===== src/hdl/slcd_pkg.sv =====
// Shared types, constants and glyph helpers for the segment LCD decimal renderer.
`timescale 1ns / 1ps
package slcd_pkg;

  localparam int unsigned IdxW    = 7;
  localparam int unsigned BinW    = 28;
  localparam int unsigned BcdW    = 32;
  localparam int unsigned Digits  = 8;
  localparam int unsigned StepsPerStage = 7;
  localparam logic [31:0] MaxPos  = 32'd99999999;
  localparam logic [31:0] MaxNeg  = 32'd9999999;
  localparam logic [1:0]  DotShift = 2'd1;
  localparam logic [1:0]  DotPad3  = 2'd2;
  localparam logic [IdxW-1:0] PointIdx = 7'd14;
  localparam logic [IdxW-1:0] BarBase  = 7'd56;

  // Item as it moves down the conversion pipeline.
  typedef struct packed {
    logic [BcdW-1:0] bcd;
    logic [BinW-1:0] bin;
    logic [3:0]      pos0;
    logic            neg;
    logic [1:0]      dot;
  } item_t;

  function automatic logic [7:0] glyph(input logic [3:0] d);
    logic [7:0] g;
    case (d)
      4'd0:    g = 8'hFC;
      4'd1:    g = 8'h60;
      4'd2:    g = 8'hDA;
      4'd3:    g = 8'hF2;
      4'd4:    g = 8'h66;
      4'd5:    g = 8'hB6;
      4'd6:    g = 8'hBE;
      4'd7:    g = 8'hE0;
      4'd8:    g = 8'hFE;
      4'd9:    g = 8'hF6;
      default: g = 8'h00;
    endcase
    return g;
  endfunction

  // Row base (swapped common times 28) for segments A..G.
  function automatic logic [IdxW-1:0] seg_base(input logic [2:0] k);
    logic [IdxW-1:0] b;
    case (k)
      3'd0:    b = 7'd84;
      3'd1:    b = 7'd56;
      3'd2:    b = 7'd28;
      3'd3:    b = 7'd0;
      3'd4:    b = 7'd28;
      3'd5:    b = 7'd84;
      3'd6:    b = 7'd56;
      default: b = 7'd0;
    endcase
    return b;
  endfunction

  // Segments A..D sit in the odd column of a position.
  function automatic logic seg_odd(input logic [2:0] k);
    return (k <= 3'd3);
  endfunction

endpackage


===== src/hdl/slcd_in_if.sv =====
// Request channel: value, rightmost position and point mode.
`timescale 1ns / 1ps
interface slcd_in_if;
  logic        valid;
  logic        ready;
  logic [3:0]  end_position;
  logic signed [31:0] value;
  logic [1:0]  dot_mode;

  modport source (output valid, end_position, value, dot_mode, input ready);
  modport sink (input valid, end_position, value, dot_mode, output ready);
endinterface


===== src/hdl/slcd_out_if.sv =====
// Result channel: single segment memory bit writes.
`timescale 1ns / 1ps
interface slcd_out_if;
  logic       valid;
  logic       ready;
  logic [6:0] bit_index;
  logic       bit_value;
  logic       last;

  modport source (output valid, bit_index, bit_value, last, input ready);
  modport sink (input valid, bit_index, bit_value, last, output ready);
endinterface


===== src/hdl/slcd_front.sv =====
// Input stage: range checks, sign split and magnitude.
`timescale 1ns / 1ps
module slcd_front (
  input  logic                 clk_i,
  input  logic                 rst_ni,
  input  logic                 valid_i,
  output logic                 ready_o,
  input  logic [3:0]           end_position_i,
  input  logic [31:0]          value_i,
  input  logic [1:0]           dot_mode_i,
  output logic                 valid_o,
  input  logic                 ready_i,
  output slcd_pkg::item_t      item_o
);

  logic            valid_q;
  slcd_pkg::item_t item_q, item_d;
  logic            neg, ok;
  logic [31:0]     mag;

  assign ready_o = !valid_q || ready_i;

  always_comb begin
    neg = value_i[31];
    mag = neg ? (32'd0 - value_i) : value_i;
    ok  = (end_position_i >= 4'd1) && (end_position_i <= 4'd8) &&
          (neg ? (mag <= slcd_pkg::MaxNeg) : (mag <= slcd_pkg::MaxPos));
    item_d.bcd  = '0;
    item_d.bin  = mag[slcd_pkg::BinW-1:0];
    item_d.pos0 = (dot_mode_i == slcd_pkg::DotShift) ? end_position_i - 4'd1
                                                      : end_position_i;
    item_d.neg  = neg;
    item_d.dot  = dot_mode_i;
  end

  // Drop rejected requests here.
  always_ff @(posedge clk_i or negedge rst_ni) begin
    if (!rst_ni) begin
      valid_q <= 1'b0;
    end else if (ready_o) begin
      valid_q <= valid_i && ok;
    end
  end

  always_ff @(posedge clk_i) begin
    if (ready_o && valid_i) begin
      item_q <= item_d;
    end
  end

  assign valid_o = valid_q;
  assign item_o  = item_q;

endmodule


===== src/hdl/slcd_bcd_stage.sv =====
// One pipeline stage of shift-and-add-3 binary to BCD conversion.
`timescale 1ns / 1ps
module slcd_bcd_stage (
  input  logic            clk_i,
  input  logic            rst_ni,
  input  logic            valid_i,
  output logic            ready_o,
  input  slcd_pkg::item_t item_i,
  output logic            valid_o,
  input  logic            ready_i,
  output slcd_pkg::item_t item_o
);

  logic            valid_q;
  slcd_pkg::item_t item_q, item_d;

  assign ready_o = !valid_q || ready_i;

  always_comb begin
    item_d = item_i;
    for (int s = 0; s < slcd_pkg::StepsPerStage; s++) begin
      for (int d = 0; d < slcd_pkg::Digits; d++) begin
        if (item_d.bcd[4*d +: 4] >= 4'd5) begin
          item_d.bcd[4*d +: 4] = item_d.bcd[4*d +: 4] + 4'd3;
        end
      end
      item_d.bcd = {item_d.bcd[slcd_pkg::BcdW-2:0], item_d.bin[slcd_pkg::BinW-1]};
      item_d.bin = {item_d.bin[slcd_pkg::BinW-2:0], 1'b0};
    end
  end

  always_ff @(posedge clk_i or negedge rst_ni) begin
    if (!rst_ni) begin
      valid_q <= 1'b0;
    end else if (ready_o) begin
      valid_q <= valid_i;
    end
  end

  always_ff @(posedge clk_i) begin
    if (ready_o && valid_i) begin
      item_q <= item_d;
    end
  end

  assign valid_o = valid_q;
  assign item_o  = item_q;

endmodule


===== src/hdl/slcd_serial.sv =====
// Plans one converted item and emits its bit writes one per cycle unless wr_o stalls.
`timescale 1ns / 1ps
module slcd_serial (
  input  logic            clk_i,
  input  logic            rst_ni,
  input  logic            valid_i,
  output logic            ready_o,
  input  slcd_pkg::item_t item_i,
  slcd_out_if.source      wr_o
);

  logic [slcd_pkg::BcdW-1:0] bcd_q;
  logic [3:0] pos0_q, ndv_q, npre_q, u_q;
  logic [2:0] k_q;
  logic       has_pt_q, ptd_q;
  logic [6:0] bar_idx_q;
  logic [5:0] rem_q;
  logic       out_valid_q;
  logic [6:0] out_idx_q;
  logic       out_val_q, out_last_q;

  logic [3:0] nd, padlen, ndig, ndv, npre, barpos;
  logic       has_pt, has_bar;
  logic [5:0] tot;
  logic       busy, emit, load, is_pt, is_dig;
  logic [3:0] p, dig;
  logic [7:0] g;
  logic [6:0] idx_d;
  logic       val_d;

  assign busy    = (rem_q != 6'd0);
  assign ready_o = !busy;
  assign load    = valid_i && !busy;
  assign emit    = busy && (!out_valid_q || wr_o.ready);

  // Plan the write sequence of a new item.
  always_comb begin
    nd = 4'd0;
    for (int i = 0; i < slcd_pkg::Digits; i++) begin
      if (item_i.bcd[4*i +: 4] != 4'd0) begin
        nd = 4'(i + 1);
      end
    end
    has_pt  = (item_i.dot == slcd_pkg::DotShift) || (item_i.dot == slcd_pkg::DotPad3);
    padlen  = (item_i.dot == slcd_pkg::DotPad3) ? 4'd3 :
              (item_i.dot == slcd_pkg::DotShift) ? 4'd2 : 4'd1;
    ndig    = (nd > padlen) ? nd : padlen;
    ndv     = (ndig < item_i.pos0) ? ndig : item_i.pos0;
    npre    = (nd < ndv) ? nd : ndv;
    has_bar = item_i.neg && (item_i.pos0 >= ndig);
    barpos  = item_i.pos0 - ndig;
    tot     = 6'(ndv) * 6'd7 + 6'(has_pt) + 6'(has_bar);
  end

  // Current write of the item in progress.
  always_comb begin
    is_pt  = has_pt_q && !ptd_q && (u_q == npre_q);
    is_dig = !is_pt && (u_q < ndv_q);
    p      = pos0_q - u_q;
    dig    = bcd_q[4*u_q[2:0] +: 4];
    g      = slcd_pkg::glyph(dig);
    if (is_pt) begin
      idx_d = slcd_pkg::PointIdx;
      val_d = 1'b1;
    end else if (is_dig) begin
      idx_d = slcd_pkg::seg_base(k_q) + 7'({p, slcd_pkg::seg_odd(k_q)});
      val_d = g[3'd7 - k_q];
    end else begin
      idx_d = bar_idx_q;
      val_d = 1'b1;
    end
  end

  always_ff @(posedge clk_i or negedge rst_ni) begin
    if (!rst_ni) begin
      rem_q       <= '0;
      u_q         <= '0;
      k_q         <= '0;
      ptd_q       <= 1'b0;
      out_valid_q <= 1'b0;
    end else begin
      if (load) begin
        rem_q <= tot;
        u_q   <= '0;
        k_q   <= '0;
        ptd_q <= 1'b0;
      end else if (emit) begin
        rem_q <= rem_q - 6'd1;
        if (is_pt) begin
          ptd_q <= 1'b1;
        end else if (is_dig) begin
          if (k_q == 3'd6) begin
            k_q <= '0;
            u_q <= u_q + 4'd1;
          end else begin
            k_q <= k_q + 3'd1;
          end
        end
      end
      if (emit) begin
        out_valid_q <= 1'b1;
      end else if (wr_o.ready) begin
        out_valid_q <= 1'b0;
      end
    end
  end

  always_ff @(posedge clk_i) begin
    if (load) begin
      bcd_q     <= item_i.bcd;
      pos0_q    <= item_i.pos0;
      ndv_q     <= ndv;
      npre_q    <= npre;
      has_pt_q  <= has_pt;
      bar_idx_q <= slcd_pkg::BarBase + 7'({barpos, 1'b0});
    end
    if (emit) begin
      out_idx_q  <= idx_d;
      out_val_q  <= val_d;
      out_last_q <= (rem_q == 6'd1);
    end
  end

  assign wr_o.valid     = out_valid_q;
  assign wr_o.bit_index = out_idx_q;
  assign wr_o.bit_value = out_val_q;
  assign wr_o.last      = out_last_q;

endmodule


===== src/hdl/segment_lcd_decimal_renderer.sv =====
// Top level of the segment LCD decimal renderer.
// Usage:
//   req_i carries one request: a signed value, the rightmost digit position
//   (1..8) and a point mode. Bad positions and out-of-range values are
//   dropped without any write.
//   wr_o carries the resulting segment memory bit writes, one per cycle
//   while wr_o is ready, with last set on the final write of each request
//   (up to 57 writes). Path: a request is registered by the input stage at
//   the edge that accepts it, then passes four BCD stages, the plan load and
//   the output register before its first write appears.
//   Throughput: the pipeline takes a request every cycle unless stalled;
//   the serializer takes a new request only once the current one is done,
//   so the sustained rate is set by the single write port of wr_o.
//   Reset clears all valid bits; no write is pending after reset.
//   When wr_o stalls the current write holds, the serializer and pipeline
//   fill up, and req_i drops ready once every stage is occupied.
`timescale 1ns / 1ps
module segment_lcd_decimal_renderer (
  input  logic        clk_i,
  input  logic        rst_ni,
  slcd_in_if.sink     req_i,
  slcd_out_if.source  wr_o
);

  localparam int unsigned NStages = 4;

  logic            v [NStages+1];
  logic            r [NStages+1];
  slcd_pkg::item_t it [NStages+1];

  slcd_front u_front (
    .clk_i,
    .rst_ni,
    .valid_i        (req_i.valid),
    .ready_o        (req_i.ready),
    .end_position_i (req_i.end_position),
    .value_i        (req_i.value),
    .dot_mode_i     (req_i.dot_mode),
    .valid_o        (v[0]),
    .ready_i        (r[0]),
    .item_o         (it[0])
  );

  for (genvar s = 0; s < NStages; s++) begin : g_bcd
    slcd_bcd_stage u_stage (
      .clk_i,
      .rst_ni,
      .valid_i (v[s]),
      .ready_o (r[s]),
      .item_i  (it[s]),
      .valid_o (v[s+1]),
      .ready_i (r[s+1]),
      .item_o  (it[s+1])
    );
  end

  slcd_serial u_serial (
    .clk_i,
    .rst_ni,
    .valid_i (v[NStages]),
    .ready_o (r[NStages]),
    .item_i  (it[NStages]),
    .wr_o    (wr_o)
  );

endmodule


===== src/flat_wrapper.sv =====
// flat-port wrapper written by rule: the top's interface ports become plain ports
module segment_lcd_decimal_renderer_flat 
  (clk_i, rst_ni, req_i_valid, req_i_end_position, req_i_value, req_i_dot_mode, req_i_ready, wr_o_valid, wr_o_bit_index, wr_o_bit_value, wr_o_last, wr_o_ready);
  slcd_in_if req_i_i ();
  slcd_out_if wr_o_i ();
  input  logic clk_i;
  input  logic rst_ni;
  input wire logic [$bits(req_i_i.valid)-1:0] req_i_valid;
  input wire logic [$bits(req_i_i.end_position)-1:0] req_i_end_position;
  input wire logic [$bits(req_i_i.value)-1:0] req_i_value;
  input wire logic [$bits(req_i_i.dot_mode)-1:0] req_i_dot_mode;
  output wire logic [$bits(req_i_i.ready)-1:0] req_i_ready;
  output wire logic [$bits(wr_o_i.valid)-1:0] wr_o_valid;
  output wire logic [$bits(wr_o_i.bit_index)-1:0] wr_o_bit_index;
  output wire logic [$bits(wr_o_i.bit_value)-1:0] wr_o_bit_value;
  output wire logic [$bits(wr_o_i.last)-1:0] wr_o_last;
  input wire logic [$bits(wr_o_i.ready)-1:0] wr_o_ready;
  assign req_i_i.valid = req_i_valid;
  assign req_i_i.end_position = req_i_end_position;
  assign req_i_i.value = req_i_value;
  assign req_i_i.dot_mode = req_i_dot_mode;
  assign req_i_ready = req_i_i.ready;
  assign wr_o_valid = wr_o_i.valid;
  assign wr_o_bit_index = wr_o_i.bit_index;
  assign wr_o_bit_value = wr_o_i.bit_value;
  assign wr_o_last = wr_o_i.last;
  assign wr_o_i.ready = wr_o_ready;
  segment_lcd_decimal_renderer u_core (.clk_i(clk_i), .rst_ni(rst_ni), .req_i(req_i_i), .wr_o(wr_o_i));
endmodule

===== config.mk =====
export PLATFORM = sky130hd
export DESIGN_NAME = segment_lcd_decimal_renderer_flat
export DESIGN_NICKNAME = d
export VERILOG_FILES = /design/src/hdl/slcd_pkg.sv /design/src/hdl/slcd_in_if.sv /design/src/hdl/slcd_out_if.sv /design/src/hdl/slcd_front.sv /design/src/hdl/slcd_bcd_stage.sv /design/src/hdl/slcd_serial.sv /design/src/hdl/segment_lcd_decimal_renderer.sv /design/src/flat_wrapper.sv
export SDC_FILE = /design/constraint.sdc
export NUM_CORES = 1
export LEC_CHECK = 0
export BUFFER_PORTS_ARGS = -buffer_cell sky130_fd_sc_hd__buf_4
export CAP_MARGIN = 20
export CELL_PAD_IN_SITES_DETAIL_PLACEMENT = 1
export CELL_PAD_IN_SITES_GLOBAL_PLACEMENT = 2
export CORE_MARGIN = 10
export CORE_UTILIZATION = 40
export DETAILED_ROUTE_END_ITERATION = 16
export HOLD_SLACK_MARGIN = 0.1
export PLACE_DENSITY = 0.89
export SYNTH_ARGS = -nofsm -noshare
export SYNTH_HDL_FRONTEND = slang
export SYNTH_SLANG_ARGS = --single-unit

===== constraint.sdc =====
create_clock -name clk_i -period 8.2 [get_ports clk_i]
set_input_delay 1.64 -clock clk_i [delete_from_list [all_inputs] [get_ports clk_i]]
set_output_delay 1.64 -clock clk_i [all_outputs]
set_load 0.01 [all_outputs]

# Word-level counts from Yosys, hierarchy flattened
# Memories as Yosys holds them, arrays and structs flattened.
# Cells that the tools add are included.
# W data, S select, Z words.
# totals
mem_bits_rw	0
output_inout_bits	11
in_bits	42
wordCells	736
mem_count	1
latchBits	0
mem_bits_ro	112
reg_bits	306
# mem_list
memory	depth	word_bits	read_ports	rd_clocked_by_memory_dff	write_ports	line	rtl
(no name shown)	16	7	1	0	0	slcd_pkg.sv:28	case (d)
# op_classes
mul	1
eq_ne	11
n_mux	227
n_shift	1
order_cmp	199
n_reduce_logical	52
n_div	0
addsub	200
n_bitwise	1
# op_table
operator	count
$ge A4 B3 Y1 const B	180
$mux W4	176
$add A4 B2 Y4 const B	161
$mux W3	31
$add A3 B2 Y3 const B	19
$le A32 B24 Y1 const B	1
$le A32 B27 Y1 const B	1
$mux W32	1
$reduce_bool A4 Y1	8
$shiftx A32 B6 Y4	1
$sub A1 B32 Y32 const A	1
$add A1 B2 Y3 const AB	7
$ge A1 B3 Y1 const AB	7
$mux W7	3
$pmux W7 S3	1
$logic_and A1 B1 Y1	14
$add A6 B1 Y6	2
$lt A4 B4 Y1	3
$mux W6	2
$reduce_bool A2 Y1	5
$eq A3 B3 Y1 const B	3
$logic_not A1 Y1	9
$mux W1	9
$reduce_or A2 Y1	4
other kinds (33)	43

# Longest topological paths before layout
# depth
depth_word	17
mapped_depth	33
depth_no_buf	32

# Modules after synthesis
# A second synthesis with hierarchy kept.
# hier_totals
hier_cells	5642
area_unflattened_um2	45924.0
# modules_own_cells
mod	cells_per_inst	area_each_um2	instances	seq_area_each_um2
slcd_bcd_stage	1248	9676.8	4	1826.8
slcd_serial	371	4488.1	1	2177.1
slcd_front	279	2728.9	1	1076.0

# Worst setup path after synthesis
# No wires, ideal clock.
# synth_timing
path_kind	reg2reg
from	register u_core.g_bcd[3].u_stage.item_q, in the netlist u_core.g_bcd[3].u_stage.item_o[64]
to	register u_core.u_serial.rem_q[5]
setup_slack_ns	2.410
n_path_buf	1
setup_ns	0.128
stages_incl_launch_ff	27
required_ns	8.072
synth_period_minus_slack_ns	5.790
arrival_time_ns	5.661
cell_sequence	edfxtp_1 nor4_1 o21ai_0 inv_1 ha_1 nor2b_1 o21ai_0 nand3_1 o21ai_0 ha_1 inv_1 fa_1 a21o_1 a21oi_1 nor2b_1 clkbuf_1 mux2i_1 inv_1 fa_1 ha_1 a31oi_1 inv_1 a21oi_1 nor2_1 nor2_1 xor2_1 o21ai_0
# synth_between
elab_chain_len	10
elab_cells_between_ends	12
cone_classes	add/sub (2); mul (1); order compare (3); mux (4); reduce/logical (2)
# synth_rtl
element	line	rtl
start: declaration	slcd_bcd_stage.sv:15	slcd_pkg::item_t item_q, item_d;
start signal: assignment	slcd_bcd_stage.sv:42	item_q <= item_d;
$reduce_bool A4 Y1 *	slcd_serial.sv:40	if (item_i.bcd[4*i +: 4] != 4'd0) begin
$mux W4 *	slcd_serial.sv:40	
$gt A4 B2 Y1	slcd_serial.sv:47	ndig = (nd > padlen) ? nd : padlen;
$mux W4 *	slcd_serial.sv:47	
$lt A4 B4 Y1	slcd_serial.sv:48	ndv = (ndig < item_i.pos0) ? ndig : item_i.pos0;
$mux W4 *	slcd_serial.sv:48	
via u_core.u_serial.ndv[2]	slcd_serial.sv:22	logic [3:0] nd, padlen, ndig, ndv, npre, barpos;
$mul A4 B3 Y6 *	slcd_serial.sv:52	tot = 6'(ndv) * 6'd7 + 6'(has_pt) + 6'(has_bar);
$add A6 B1 Y6 * (2 in series)	slcd_serial.sv:52	
$mux W6 *	slcd_serial.sv:82	if (load) begin
end signal: assignment	slcd_serial.sv:83	rem_q <= tot;
end signal: assignment	slcd_serial.sv:88	rem_q <= rem_q - 6'd1;
end: declaration	slcd_serial.sv:17	logic [5:0] rem_q;
# Mark *: on every way through the listed nets, which the timed path passes. The rest lies on a longest branch.
# A chain may end at the register's enable or synchronous reset.

==> summary.txt <==
Run status
  – Run status: complete, no violations

Setup path
  – Startpoint types: register
  – Delay contributed by the slowest stage of the critical path: 550 ps
  – Data required time of the worst path: 8490 ps
  – Path type of the worst setup path: reg2reg
  – Arrival time at the worst endpoint: 6960 ps
  – Delay-heaviest family, CP: compound AO/OA/AOI/OAI gates
  – Maximum fanout along the worst path: 9
  – Number of buffer and inverter instances along the worst setup path: 3
  – Kind of end point of the critical path: register
  – Crit path max-delay cell type: xor2_1
  – Cell repeated most along the worst path: ha_1

Floorplan
  – Starting utilization of the core area: 0.405
  – Area of the die: 73100 µm²
  – Overall die height: 270 µm
  – I/O pin cnt: 53
  – CORE AREA: 61800 µm²
  – Site Rows: 91
  – Horiz. Die Dim: 270 µm

Clock tree
  – Number of buffers created by CTS: 35
  – H-tree levels: 2
  – Cell at the root of the clock tree: clkbuf_16
  – Quantity of gates resized following cts: 0
  – CTS clock-pin slew for the worst setup and hold paths: 60 ps
  – Setup fix buffers added after clock tree synthesis: 0
  – Sink Count: 271
  – Buffers from clock root to sink, at most: 3
  – # hold bufs at CTS: 0
  – Clock insertion delay at the later pin of the skew report: 560 ps
  – TritonCTS clock tree: done

STA
  – Total negative slack for setup checks: 0 ps
  – Hold Violations, Final: 0
  – Final Slew Violations: 0
  – Unrepaired setup endpoints after global routing: no
  – Final period util: 0.812
  – Worst-margin pin slew: 1060 ps
  – Min Tclk post-route: 6660 ps
  – Worst hold slack after final layout: 418 ps
  – Rel. slew slack: 0.292
  – Crit path setup slack, layout: 1540 ps
  – Max Freq: 0.150 GHz
  – Final Skew: 22.1 ps
  – Final setup vio count: 0

Pwr
  – Internal power of the cells: 3570 µW
  – Maximum vdd ir drop: 0.150 mV
  – Switching share of power: 0.367
  – Switching power: 2080 µW
  – Static leakage power: 0.0105 µW
  – Proportion of power drawn by the clock network: 0.275
  – Power per cell area: 206 nW/µm²
  – Reg power frac: 0.315
  – Combinational fraction of design power: 0.410

Drt
  – DRC violations left: 0
  – Number of detailed-routing iterations run before antenna repair: 5
  – Wire per inst: 17.6 µm
  – Number of vias per cell: 5.85
  – Post-Route WL: 65100 µm
  – Number of routed nets with antenna violations: 0
  – Vias: 21630
  – Detailed router's first-iteration violation count: 1086

Cells and area
  – NumNets Final: 3027
  – Post-synthesis to final-layout area growth: 9.62%
  – Most used cells in the layout excluding fill and tap cells: edfxtp_1 (251), nand2_1 (245), nor2_1 (205)
  – Filler cell count: 7190
  – Antenna cell count: 0
  – Post-route design area: 27500 µm²
  – Multi-input logic area: 16000 µm²
  – Most common library cell in the layout ignoring fill and taps: edfxtp_1
  – Sequential Area: 8040 µm²
  – Layout cell share with drive strength beyond 1: 0.122

Global routing
  – Wire length of the first global-routing pass: 110000 µm
  – Total congestion overflow after global routing: 0
  – Pin count of the biggest net entering global routing: 64
  – Global router's overall resource usage: 0.173
  – Antenna violations before repair: 0
  – Via count of the first global-routing pass: 22570

Logic synthesis
  – Sequential share of the synthesized area: 0.321
  – Number of flops mapped to enable cells by yosys: 251
  – Number of nets in the synthesized netlist: 3002
  – Number of storage elements in the synthesis netlist: 271
  – Gate Count Post-Synth: 2812
  – Share of flip-flops with an asynchronous set or reset: 0.0738
  – Average footprint of a synthesized cell: 8.91 µm²
  – Number of distinct library cells after synthesis: 134
  – Count of yosys warnings during synthesis: 0
  – Post-synth design cell area: 25100 µm²
  – Top FF cell, synth: edfxtp_1

Place
  – Half-perimeter wire length after detailed placement: 49600 µm
  – Placer's final routability congestion estimate: 0.829
  – Worst slack at placement: 1500 ps
  – Buffers on Ports: 52
  – Cell area reported after detailed placement: 26300 µm²

Job
  – Number of maximum-capacitance violations: 0

Min path
  – Worst min-delay path class: reg2reg
kinds of logic after synthesis:
group	Yosys count	synth area share
AOI/OAI and AO/OA	936	0.261
and+or+nand+nor	896	0.176
buffers and inverters	277	0.0430
DFF	271	0.321
adders and majority gates	155	0.0788
xor gates and xnor gates	154	0.0618
muxes	123	0.0585
routing by layer:
metal  part of all wire  wire length, µm  vias to the layer above  GRT usage
li1                   -                -                    10604          -
met1               0.43            28300                    10710      0.204
met2               0.52            34100                      243      0.324
met3              0.025             1610                       73     0.0202
met4              0.018             1160                        0     0.0445
met5                  0                0                        -          0
registers in the layout, indices dropped and copies added, names as in the netlist, 3 cells and up:
register	flops
u_core.u_serial.u_q	4
u_core.u_serial.pos0_q	4
u_core.u_serial.ndv_q	4
u_core.u_front.item_o	35
u_core.u_serial.bcd_q	32
u_core.u_serial.rem_q	6
u_core.g_bcd.u_stage.valid_o	4
u_core.u_serial.bar_idx_q	6
u_core.u_serial.k_q	3
u_core.u_serial.npre_q	4
u_core.u_serial.wr_o.bit_index	7
u_core.g_bcd.u_stage.item_o	156
stage by stage:
step,utilization,std cells,total power [µW]
after global routing,0.444,3700,6050
after floorplan,-,2812,3580
after global placement,0.425,3634,3940
after detailed placement,0.425,3635,4120
final,0.444,3700,5650
after CTS,0.444,3698,5700
cell usage after synthesis (35+ instances only):
library cell / count / area share
edfxtp_1: 251 / 0.30
nand2_1: 245 / 0.037
nor2_1: 205 / 0.031
a21oi_1: 204 / 0.041
inv_1: 171 / 0.026
o21ai_0: 163 / 0.033
ha_1: 141 / 0.070
xnor2_1: 96 / 0.034
nand3_1: 82 / 0.016
mux2i_1: 68 / 0.027
nor3_1: 67 / 0.013
nand2b_1: 61 / 0.015
clkbuf_1: 54 / 0.0081
o21ai_1: 50 / 0.010
nor2b_1: 45 / 0.011
a21o_1: 40 / 0.012
and2_1: 39 / 0.0097
a31oi_1: 37 / 0.0092
xor2_1: 36 / 0.013
mux2_2: 35 / 0.016
o22ai_1: 35 / 0.0087
final timing paths:
kind | endpoint | from | depth (start not counted) | slack, ps
worst max-delay path | u_core.g_bcd[3].u_stage.item_o[65] | u_core.g_bcd[2].u_stage.item_o[55] | 28 | 1540
worst min-delay path | u_core.g_bcd[0].u_stage.item_o[27] | u_core.u_front.item_o[20] | 0 | 420
worst max register to register | u_core.g_bcd[3].u_stage.item_o[65] | u_core.g_bcd[2].u_stage.item_o[55] | 28 | 1540
worst min register to register | u_core.g_bcd[0].u_stage.item_o[27] | u_core.u_front.item_o[20] | 0 | 420
max in group asynchronous | u_core.g_bcd[0].u_stage.valid_o | rst_ni | 1 | 6960
min in group asynchronous | u_core.u_serial.u_q[1] | rst_ni | 1 | 990
power by group through the flow:
| stage | clock network [µW] | registers (µW) | logic [µW] |
|---|---|---|---|
| 2_1_floorplan | 0 | 1760 | 1830 |
| 3_3_place_gp | 0 | 1800 | 2140 |
| 3_5_place_dp | 0 | 1810 | 2310 |
| 4_1_cts | 1600 | 1780 | 2330 |
| 5_1_grt | 1650 | 1790 | 2610 |
| 6_report | 1550 | 1780 | 2320 |
cell type report:
class / count / share of cell area
multi-input combinational: 2264 / 0.581
sequential: 271 / 0.293
tap: 837 / 0.0381
clock buffer: 38 / 0.0334
inverter: 197 / 0.0270
timing repair buffer: 68 / 0.0189
clock inverter: 25 / 0.00893
No activity file was read; power rests on OpenSTA's default activity.
